===== config.mk =====
export PLATFORM = sky130hd
export DESIGN_NAME = ycbcr_range_mask
export DESIGN_NICKNAME = d
export VERILOG_FILES = /design/src/rtl/ycrm_pkg.sv /design/src/rtl/ycbcr_range_mask.sv /design/src/rtl/ycrm_pipe.sv
export SDC_FILE = /design/constraint.sdc
export NUM_CORES = 1
export LEC_CHECK = 0
export ABC_AREA = 1
export BUFFER_PORTS_ARGS = -buffer_cell sky130_fd_sc_hd__buf_2
export CAP_MARGIN = 10
export CORE_MARGIN = 2
export CORE_UTILIZATION = 40
export CTS_CLUSTER_DIAMETER = 150
export DETAILED_ROUTE_END_ITERATION = 7
export SLEW_MARGIN = 5
export SYNTH_ARGS = -nofsm -noshare
export SYNTH_HDL_FRONTEND = slang
export SYNTH_SLANG_ARGS = --single-unit

===== constraint.sdc =====
create_clock -name clock -period 11.7 [get_ports clock]
set_input_delay 1.17 -clock clock [delete_from_list [all_inputs] [get_ports clock]]
set_output_delay 1.17 -clock clock [all_outputs]
set_load 0.005 [all_outputs]

===== src/rtl/ycrm_pkg.sv =====
// Shared types, constants and helpers for the ycbcr_range_mask block.
// Depends on nothing; imported by every other file of the block.
package ycrm_pkg;

   typedef struct packed {
      logic [7:0] pix_blue;
      logic [7:0] pix_green;
      logic [7:0] pix_red;
   } pix_type;

   typedef struct packed {
      logic       in_range;
      logic [7:0] chroma_value;
      logic [7:0] show_blue;
      logic [7:0] show_green;
      logic [7:0] show_red;
   } rsp_type;

   typedef struct packed {
      logic [8:0] luma_min;
      logic [8:0] luma_max;
      logic [8:0] red_chroma_min;
      logic [8:0] red_chroma_max;
      logic [8:0] blue_chroma_min;
      logic [8:0] blue_chroma_max;
      logic       pick_red_chroma;
   } cfg_type;

   localparam int unsigned CSR_INDEX_W = 3;
   localparam int unsigned CSR_DATA_W  = 9;

   localparam logic [CSR_INDEX_W-1:0] CSR_LUMA_MIN        = 3'd0;
   localparam logic [CSR_INDEX_W-1:0] CSR_LUMA_MAX        = 3'd1;
   localparam logic [CSR_INDEX_W-1:0] CSR_RED_CHROMA_MIN  = 3'd2;
   localparam logic [CSR_INDEX_W-1:0] CSR_RED_CHROMA_MAX  = 3'd3;
   localparam logic [CSR_INDEX_W-1:0] CSR_BLUE_CHROMA_MIN = 3'd4;
   localparam logic [CSR_INDEX_W-1:0] CSR_BLUE_CHROMA_MAX = 3'd5;
   localparam logic [CSR_INDEX_W-1:0] CSR_PICK_RED        = 3'd6;

   localparam logic [8:0] BOUND_MIN_RST = 9'd0;
   localparam logic [8:0] BOUND_MAX_RST = 9'd255;

   // Q14 coefficients
   localparam logic [10:0] Y_B_COEF = 11'd1868;
   localparam logic [13:0] Y_G_COEF = 14'd9617;
   localparam logic [12:0] Y_R_COEF = 13'd4899;
   localparam logic [21:0] Q_ROUND  = 22'd8192;

   localparam logic signed [15:0] CR_COEF   = 16'sd11682;
   localparam logic signed [15:0] CB_COEF   = 16'sd9241;
   localparam logic signed [15:0] SHOW_R_CR = 16'sd22987;
   localparam logic signed [15:0] SHOW_G_CR = -16'sd11698;
   localparam logic signed [15:0] SHOW_B_CB = 16'sd29049;
   localparam logic signed [15:0] SHOW_G_CB = -16'sd5636;

   localparam logic [7:0] CHROMA_MID = 8'd128;

   // Round a Q14 product, add the chroma offset and saturate to 8 bits.
   function automatic logic [7:0] chroma_out(logic signed [23:0] prod);
      logic signed [23:0] biased;
      logic signed [10:0] v;
      biased = prod + 24'sd8192;
      v = $signed({biased[23], biased[23:14]}) + 11'sd128;
      if (v < 11'sd0) begin
         chroma_out = 8'd0;
      end else if (v > 11'sd255) begin
         chroma_out = 8'd255;
      end else begin
         chroma_out = v[7:0];
      end
   endfunction

endpackage


===== src/rtl/ycbcr_range_mask.sv =====
// Top level: BGR pixel to YCrCb range mask and chroma display color.
// Six register stages, s1 through s6, lie between request acceptance and rsp_valid.
// Throughput: one pixel per clock while rsp_stall is low; the six-stage pipeline fills bubbles under stall.
// Reset clears all pipeline valid bits and loads the default ranges:
// all bounds 0..255 and blue chroma selected.
// Depends on ycrm_pkg and ycrm_pipe.
module ycbcr_range_mask (
   input  logic                                 clock,
   input  logic                                 reset,
   input  logic                                 req_valid,
   output logic                                 req_stall,
   input  ycrm_pkg::pix_type                    req_data,
   output logic                                 rsp_valid,
   input  logic                                 rsp_stall,
   output ycrm_pkg::rsp_type                    rsp_data,
   input  logic                                 csr_valid,
   output logic                                 csr_ready,
   input  logic [ycrm_pkg::CSR_INDEX_W-1:0]     csr_index,
   input  logic [ycrm_pkg::CSR_DATA_W-1:0]      csr_data
);
   import ycrm_pkg::*;

   cfg_type cfg_ff, cfg_in;

   always_comb begin
      cfg_in = cfg_ff;
      if (csr_valid) begin
         case (csr_index)
            CSR_LUMA_MIN:        cfg_in.luma_min        = csr_data;
            CSR_LUMA_MAX:        cfg_in.luma_max        = csr_data;
            CSR_RED_CHROMA_MIN:  cfg_in.red_chroma_min  = csr_data;
            CSR_RED_CHROMA_MAX:  cfg_in.red_chroma_max  = csr_data;
            CSR_BLUE_CHROMA_MIN: cfg_in.blue_chroma_min = csr_data;
            CSR_BLUE_CHROMA_MAX: cfg_in.blue_chroma_max = csr_data;
            CSR_PICK_RED:        cfg_in.pick_red_chroma = csr_data[0];
            default:             cfg_in = cfg_ff;
         endcase
      end
   end

   always_ff @(posedge clock) begin
      if (reset) begin
         cfg_ff.luma_min        <= BOUND_MIN_RST;
         cfg_ff.luma_max        <= BOUND_MAX_RST;
         cfg_ff.red_chroma_min  <= BOUND_MIN_RST;
         cfg_ff.red_chroma_max  <= BOUND_MAX_RST;
         cfg_ff.blue_chroma_min <= BOUND_MIN_RST;
         cfg_ff.blue_chroma_max <= BOUND_MAX_RST;
         cfg_ff.pick_red_chroma <= 1'b0;
      end else begin
         cfg_ff <= cfg_in;
      end
   end

   assign csr_ready = 1'b1;

   ycrm_pipe u_pipe (
      .clock     (clock),
      .reset     (reset),
      .cfg       (cfg_ff),
      .req_valid (req_valid),
      .req_stall (req_stall),
      .req_data  (req_data),
      .rsp_valid (rsp_valid),
      .rsp_stall (rsp_stall),
      .rsp_data  (rsp_data)
   );

endmodule


===== src/rtl/ycrm_pipe.sv =====
// Six-stage conversion, range test and chroma display pipeline.
// Depends on ycrm_pkg for payload, configuration types and coefficients.
module ycrm_pipe (
   input  logic              clock,
   input  logic              reset,
   input  ycrm_pkg::cfg_type cfg,
   input  logic              req_valid,
   output logic              req_stall,
   input  ycrm_pkg::pix_type req_data,
   output logic              rsp_valid,
   input  logic              rsp_stall,
   output ycrm_pkg::rsp_type rsp_data
);
   import ycrm_pkg::*;

   localparam int unsigned NSTG = 6;

   typedef struct packed {
      logic [18:0] bp;
      logic [21:0] gp;
      logic [20:0] rp;
      logic [7:0]  b;
      logic [7:0]  r;
   } s1_type;

   typedef struct packed {
      logic [7:0] y;
      logic [7:0] b;
      logic [7:0] r;
   } s2_type;

   typedef struct packed {
      logic [7:0]         y;
      logic signed [23:0] pr;
      logic signed [23:0] pb;
   } s3_type;

   typedef struct packed {
      logic [7:0] y;
      logic [7:0] cr;
      logic [7:0] cb;
   } s4_type;

   typedef struct packed {
      logic               in_range;
      logic               pick;
      logic [7:0]         sel;
      logic signed [23:0] pa;
      logic signed [23:0] pg;
   } s5_type;

   typedef struct packed {
      logic    pick;
      rsp_type rsp;
   } s6_type;

   logic [NSTG-1:0] vld_ff, vld_in, ready;
   s1_type s1_ff, s1_in;
   s2_type s2_ff, s2_in;
   s3_type s3_ff, s3_in;
   s4_type s4_ff, s4_in;
   s5_type s5_ff, s5_in;
   s6_type s6_ff, s6_in;

   logic [21:0]        ysum;
   logic signed [8:0]  dr, db, d;

   always_comb begin
      ready[NSTG-1] = !vld_ff[NSTG-1] || !rsp_stall;
      for (int k = NSTG - 2; k >= 0; k--) begin
         ready[k] = !vld_ff[k] || ready[k+1];
      end
      vld_in[0] = ready[0] ? req_valid : vld_ff[0];
      for (int k = 1; k < NSTG; k++) begin
         vld_in[k] = ready[k] ? vld_ff[k-1] : vld_ff[k];
      end
   end

   always_comb begin
      s1_in.bp = 19'(req_data.pix_blue) * 19'(Y_B_COEF);
      s1_in.gp = 22'(req_data.pix_green) * 22'(Y_G_COEF);
      s1_in.rp = 21'(req_data.pix_red) * 21'(Y_R_COEF);
      s1_in.b  = req_data.pix_blue;
      s1_in.r  = req_data.pix_red;

      ysum     = 22'(s1_ff.bp) + s1_ff.gp + 22'(s1_ff.rp) + Q_ROUND;
      s2_in.y  = ysum[21:14];
      s2_in.b  = s1_ff.b;
      s2_in.r  = s1_ff.r;

      dr       = $signed({1'b0, s2_ff.r}) - $signed({1'b0, s2_ff.y});
      db       = $signed({1'b0, s2_ff.b}) - $signed({1'b0, s2_ff.y});
      s3_in.y  = s2_ff.y;
      s3_in.pr = 24'(dr) * 24'(CR_COEF);
      s3_in.pb = 24'(db) * 24'(CB_COEF);

      s4_in.y  = s3_ff.y;
      s4_in.cr = chroma_out(s3_ff.pr);
      s4_in.cb = chroma_out(s3_ff.pb);

      s5_in.in_range = ({1'b0, s4_ff.y}  >= cfg.luma_min)
                    && ({1'b0, s4_ff.y}  <= cfg.luma_max)
                    && ({1'b0, s4_ff.cr} >= cfg.red_chroma_min)
                    && ({1'b0, s4_ff.cr} <= cfg.red_chroma_max)
                    && ({1'b0, s4_ff.cb} >= cfg.blue_chroma_min)
                    && ({1'b0, s4_ff.cb} <= cfg.blue_chroma_max);
      s5_in.pick = cfg.pick_red_chroma;
      s5_in.sel  = cfg.pick_red_chroma ? s4_ff.cr : s4_ff.cb;
      d          = $signed({1'b0, s5_in.sel}) - 9'sd128;
      s5_in.pa   = 24'(d) * 24'(cfg.pick_red_chroma ? SHOW_R_CR : SHOW_B_CB);
      s5_in.pg   = 24'(d) * 24'(cfg.pick_red_chroma ? SHOW_G_CR : SHOW_G_CB);

      s6_in.pick             = s5_ff.pick;
      s6_in.rsp.in_range     = s5_ff.in_range;
      s6_in.rsp.chroma_value = s5_ff.sel;
      s6_in.rsp.show_green   = chroma_out(s5_ff.pg);
      s6_in.rsp.show_blue    = s5_ff.pick ? CHROMA_MID : chroma_out(s5_ff.pa);
      s6_in.rsp.show_red     = s5_ff.pick ? chroma_out(s5_ff.pa) : CHROMA_MID;
   end

   always_ff @(posedge clock) begin
      if (reset) begin
         vld_ff <= '0;
      end else begin
         vld_ff <= vld_in;
      end
      if (ready[0]) s1_ff <= s1_in;
      if (ready[1]) s2_ff <= s2_in;
      if (ready[2]) s3_ff <= s3_in;
      if (ready[3]) s4_ff <= s4_in;
      if (ready[4]) s5_ff <= s5_in;
      if (ready[5]) s6_ff <= s6_in;
   end

   assign req_stall = !ready[0];
   assign rsp_valid = vld_ff[NSTG-1];
   assign rsp_data  = s6_ff.rsp;

   a_stall_means_full: assert property (@(posedge clock) disable iff (reset)
      req_stall |-> (vld_ff == {NSTG{1'b1}}))
      else $error("input stalled while pipeline has a free slot");

   a_no_mid_loss: assert property (@(posedge clock) disable iff (reset)
      (rsp_valid && rsp_stall && vld_ff[NSTG-2]) |=> vld_ff[NSTG-2])
      else $error("transaction dropped behind a stalled output");

   a_advance: assert property (@(posedge clock) disable iff (reset)
      (vld_ff[0] && ready[1]) |=> vld_ff[1])
      else $error("transaction lost between first and second stage");

   a_mid_color: assert property (@(posedge clock) disable iff (reset)
      rsp_valid |-> (s6_ff.pick ? (rsp_data.show_blue == CHROMA_MID)
                                : (rsp_data.show_red == CHROMA_MID)))
      else $error("unselected display channel not held at mid level");

endmodule


---- Yosys cells after proc, flatten, opt, wreduce, memory -nomap -nowiden ----
Index checks and enable logic that the tools add are counted.
word-level totals
  register bits after elaboration ......... 331
  word-level logic and storage cells ...... 113
operators by class
  $add $sub $neg .......................... 14
  multipliers ............................. 7
  order comparisons ....................... 14
  eq/ne operators ......................... 6
  mux-type cells .......................... 8
  reductions and logical operators ........ 27
operator list
  cell                                                                   count
  24-bit by 15-bit adder with 24-bit output, second input constant       4
  8-bit 2-to-1 mux                                                       6
  10-bit by 9-bit adder with 11-bit output, second input constant        4
  11-bit by 9-bit > comparator with 1-bit output, second input constant  4
  11-bit by 1-bit < comparator with 1-bit output, second input constant  4
  14-bit 2-to-1 mux                                                      2
  8-bit by 9-bit >= comparator with 1-bit output                         3
  8-bit by 9-bit less-or-equal comparator with 1-bit output              3
  9-bit by 15-bit multiplier with 24-bit output                          1
  9-bit by 15-bit multiplier with 24-bit output, second input constant   1
  9-bit by 16-bit multiplier with 24-bit output                          1
  9-bit by 14-bit multiplier with 23-bit output, second input constant   1
  19-bit by 22-bit adder with 22-bit output                              1
  22-bit by 14-bit adder with 22-bit output, second input constant       1
  22-bit by 21-bit adder with 22-bit output                              1
  8-bit by 14-bit multiplier with 22-bit output, second input constant   1
  8-bit by 13-bit multiplier with 21-bit output, second input constant   1
  8-bit by 8-bit subtractor with 9-bit output                            2
  8-bit by 9-bit multiplier with 17-bit output, second input constant    1
  2-bit AND reduction                                                    7
  3-bit == test, second input constant                                   3
  8-bit by 8-bit subtractor with 9-bit output, second input constant     1
  1-bit zero test                                                        8
  3-bit by 2-bit == test with 1-bit output, second input constant        2
  other kinds (4)                                                        13

---- Logic depth before layout (Yosys ltp) ----
  word-level depth ........................ 8
  mapped depth ............................ 31

---- By module ----
Synthesis repeated with hierarchy kept, for this count alone.
second synthesis, totals
  cell total of the unflattened synthesis .. 3164
  area, all modules ....................... 28578.7 µm²
by module, submodules not included
  module            instances  cells each  area each (µm²)  seq. area each (µm²)
  ycrm_pipe         1          2866        26454.1          6636.4
  ycbcr_range_mask  1          298         2124.5           1101.1

---- Worst setup path after synthesis ----
No wires, ideal clock.
  kind .................................... input to register
  from .................................... in rsp_stall
  to ...................................... reg u_pipe.s1_ff[0] (netlist name), enable pin
  setup time .............................. 0.428 ns
  arrival ................................. 6.349 ns
  data required time ...................... 11.272 ns
  path slack .............................. 4.923 ns
  cell stages on the path ................. 11
  buffers on the path ..................... 0
  cells stage by stage .................... nand2_1 nor2_1 inv_1 nor2_1 inv_1 nor2_1 inv_1 nor2_1 inv_1 nor2_1 inv_1
between the ends
  cells in the longest elaborated chain, start to end .. 7
RTL lines
  item                  line                    RTL
  from (decl)           ycbcr_range_mask.sv:14  input logic rsp_stall,
  1-bit zero test       ycrm_pipe.sv:69         ready[NSTG-1] = !vld_ff[NSTG-1] || !rsp_stall;
  1-bit logical OR      ycrm_pipe.sv:69
  1-bit logical OR      ycrm_pipe.sv:71         ready[k] = !vld_ff[k] || ready[k+1];
  via u_pipe.ready[4]   ycrm_pipe.sv:57         logic [NSTG-1:0] vld_ff, vld_in, ready;
  1-bit logical OR      ycrm_pipe.sv:71
  via u_pipe.ready[3]   ycrm_pipe.sv:57
  1-bit logical OR      ycrm_pipe.sv:71
  via u_pipe.ready[2]   ycrm_pipe.sv:57
  1-bit logical OR      ycrm_pipe.sv:71
  via u_pipe.ready[1]   ycrm_pipe.sv:57
  1-bit logical OR      ycrm_pipe.sv:71
  to (signal assigned)  ycrm_pipe.sv:127        if (ready[0]) s1_ff <= s1_in;
  to (decl)             ycrm_pipe.sv:58         s1_type s1_ff, s1_in;
The timed path passes the listed nets, and every way through them passes these cells.
A chain may end at the register's enable or synchronous reset.

==> impl_results.md <==
- Status: finished clean
- Critical Path Fanout Max: 17
- # rows: 97
- Clock buffer depth: 3
- Core ar.: 70300 µm²
- Xor-xnor portion of the synthesized cell area: 0.0374
- CTS root buf: clkbuf_16
- Synthesis Warnings: 0
- Synthesized flop and latch total: 278
- Routed via count: about 20000
- Multi-input logic area: 18200 µm²
- Critical Path Sink Type: flop
- Number of clock sinks: 278
- Synthesized cell area: between 20000 and 30000 µm²
- Async SR Flop Fraction: 0
- Syn Area/Cell: 9.15 µm²
- Tightest Pin Transition: ~1.1 ns
- Biggest cell delay along the critical path: 0.69 ns
- H-Tree Depth: 2
- Net count, final: 4005
- Final antenna-violating net count: 0
- Global placer's final weighted congestion: ~0.89
- Crit path kind: flop to flop
- Drt drc: 0
- Die Wd: between 200 and 300 µm
- WL per Instance: 15.1 µm
- Final period util: 0.548
- Fill count: 6795
- CTS Buf Count: 34
- Vias in the first global route: 21000
- Largest net degree at the start of global routing: 48
- CP required: ~12 ns
- Die area: 73500 µm²
- Post-synthesis cell type count: between 50 and 60
- Worst-skew pair later-pin latency: 0.57 ns
- Port buffer count: 75
- Dpl hpwl: 52.4 mm
- Diode count: 0
- Share of post-route cells with drive strength above 1: 0.0571
- Final hold viol count: 0
- First-pass GRT wire length: approximately 110 mm
- Fmax: 156 MHz
- Initial Util: 0.406
- Final setup viols: 0
- Initial DRC count: 993
- Post-synthesis sequential area ratio: 0.271
- Delay-heaviest family, CP: adder cells
- Slowest CP cell: dfxtp_1
- CP Launch Type: flop
- # Max-Cap Violations: 0
- Total grt overflow: 0
- Buf/Inv on CP: 5
- Compound-Gate Fraction of Synth Area: 0.0781
- Crit-path cells: nor2_1 > nor2_1 > inv_1 > fa_1 > inv_1 > fa_1 > fa_1 > inv_1 > fa_1 > inv_1 > fa_1 > inv_1 > ha_1 > a21oi_1 > o21ai_0 > nand2_1 > o211ai_1 > nand2_1 > nand2_1 > nand2_1 > nand3_1 > nand2_1
- Final core occ: 0.445
- All-Layer GR Usage: 0.177
- Io pins: 77
- Tmin final: 6.41 ns
- Multiplexer share of the synthesized area: 0
- Clock skew: 0.0275 ns
- Routed WL: 62.9 mm
- Initial antenna violation count: 2
- Post-Synth Simple-Gate Area: 0.136
- Area added between synthesis and finish: 9.63%
- Post-CTS Setup Inserts: 0
- Post-cts resize count: 0
- Unrepaired setup endpoints after global routing: false
- CTS Hold Bufs: 0
- Mapped Cells: 3117
- Clock slew seen by the registers of the worst setup and hold paths: 0.07 ns
- TNS Setup: 0 ns
- Largest family of logic cells by synthesized area: adder cells
- Relative slew slack: 0.268
- Vias per inst: just under 5
- Slew Limit Fails: 0
- Worst min-delay path class: flop to flop
- FF/Latch Area: 7740 µm²
- Die Ht: around 270 µm
- Critical Path AT: 6.73 ns
- Post-synth EDFFs: 217
- CTS tree: built
- Adder-Cell Fraction of Synth Area: 0.387
- Most used DFF post-synth: edfxtp_1
- First drt pass iteration count: 5
per-stage QoR:
step,std cells,hold slack (ns),area [µm²],worst slack (ns)
final,4180,0.417,31300,5.29
after global routing,4180,0.423,31300,4.72
after CTS,4180,0.412,31300,5.28
after detailed placement,4121,0.405,30100,5.34
after global placement,4121,0.401,30100,5.38
after floorplan,3122,0.400,28500,4.92
cell type report:
class                           count  share of cell area
Clock buffer                       40              0.0292
Clock inverter                     19             0.00964
Inverter                          657              0.0789
Multi-Input combinational cell   2162               0.583
Sequential cell                   278               0.247
Tap cell                          940              0.0376
Timing Repair Buffer               84              0.0142
synth_stat cells (32+ instances only):
cell type,number,share of area
inv_1,650,0.086
nand3_1,104,0.018
dfxtp_1,61,0.043
a21oi_1,202,0.035
ha_1,521,0.23
nand2_1,439,0.058
fa_1,226,0.16
edfxtp_1,217,0.23
xor2_1,88,0.027
xnor2_1,32,0.0098
nor2_1,209,0.027
o21ai_0,108,0.019
nand4_1,57,0.012
registers in the layout, indices dropped and copies added, names as in the netlist:
register,count
u_pipe.s1_ff,74
cfg_ff,55
u_pipe.rsp_data,33
u_pipe.s5_ff,32
u_pipe.s3_ff,30
u_pipe.s2_ff,24
u_pipe.s4_ff,24
u_pipe.vld_ff,6
cells in the final DEF, fill, tap and decap left out, drive strengths merged, types with 29 or more instances in the layout:
cell / netlist / layout
a21oi: 203 / 203
buf: 6 / 84
clkbuf: 19 / 40
dfxtp: 61 / 61
edfxtp: 217 / 217
fa: 226 / 226
ha: 521 / 521
inv: 657 / 661
nand2: 450 / 450
nand3: 106 / 106
nand4: 58 / 58
nor2: 214 / 214
nor3: 29 / 29
o21ai: 120 / 120
xnor2: 32 / 32
xor2: 89 / 89
kinds of logic (layout without fill, tap and decap cells):
kind of cell | Yosys count | count (layout)
other cells | 2 | 7
xor+xnor | 121 | 121
flops | 278 | 278
fa+ha+maj | 747 | 747
buf+inv | 682 | 800
simple gates | 887 | 887
compound gates | 400 | 400
path summary, 6_finish.rpt:
kind                                            end              from  slack [ns]  cells past startpoint
worst max-delay path               u_pipe.s5_ff[21]         cfg_ff[0]        5.29                     22
worst min-delay path            u_pipe.rsp_data[29]  u_pipe.s5_ff[53]        0.42                      0
worst max register to register     u_pipe.s5_ff[21]         cfg_ff[0]        5.29                     22
worst min register to register  u_pipe.rsp_data[29]  u_pipe.s5_ff[53]        0.42                      0
metal layers:
| layer | part of all wire | up-vias | track usage |
|---|---|---|---|
| li1 | - | 10400 | - |
| met1 | 0.46 | 9536 | 0.230 |
| met2 | 0.48 | 365 | 0.306 |
| met3 | 0.039 | 99 | 0.0252 |
| met4 | 0.025 | 4 | 0.0486 |
| met5 | 0.00043 | - | 0 |
Power is left out: the tool's default activity adds up to more than one toggle a clock period on the data nets, which glitch-free logic cannot reach.
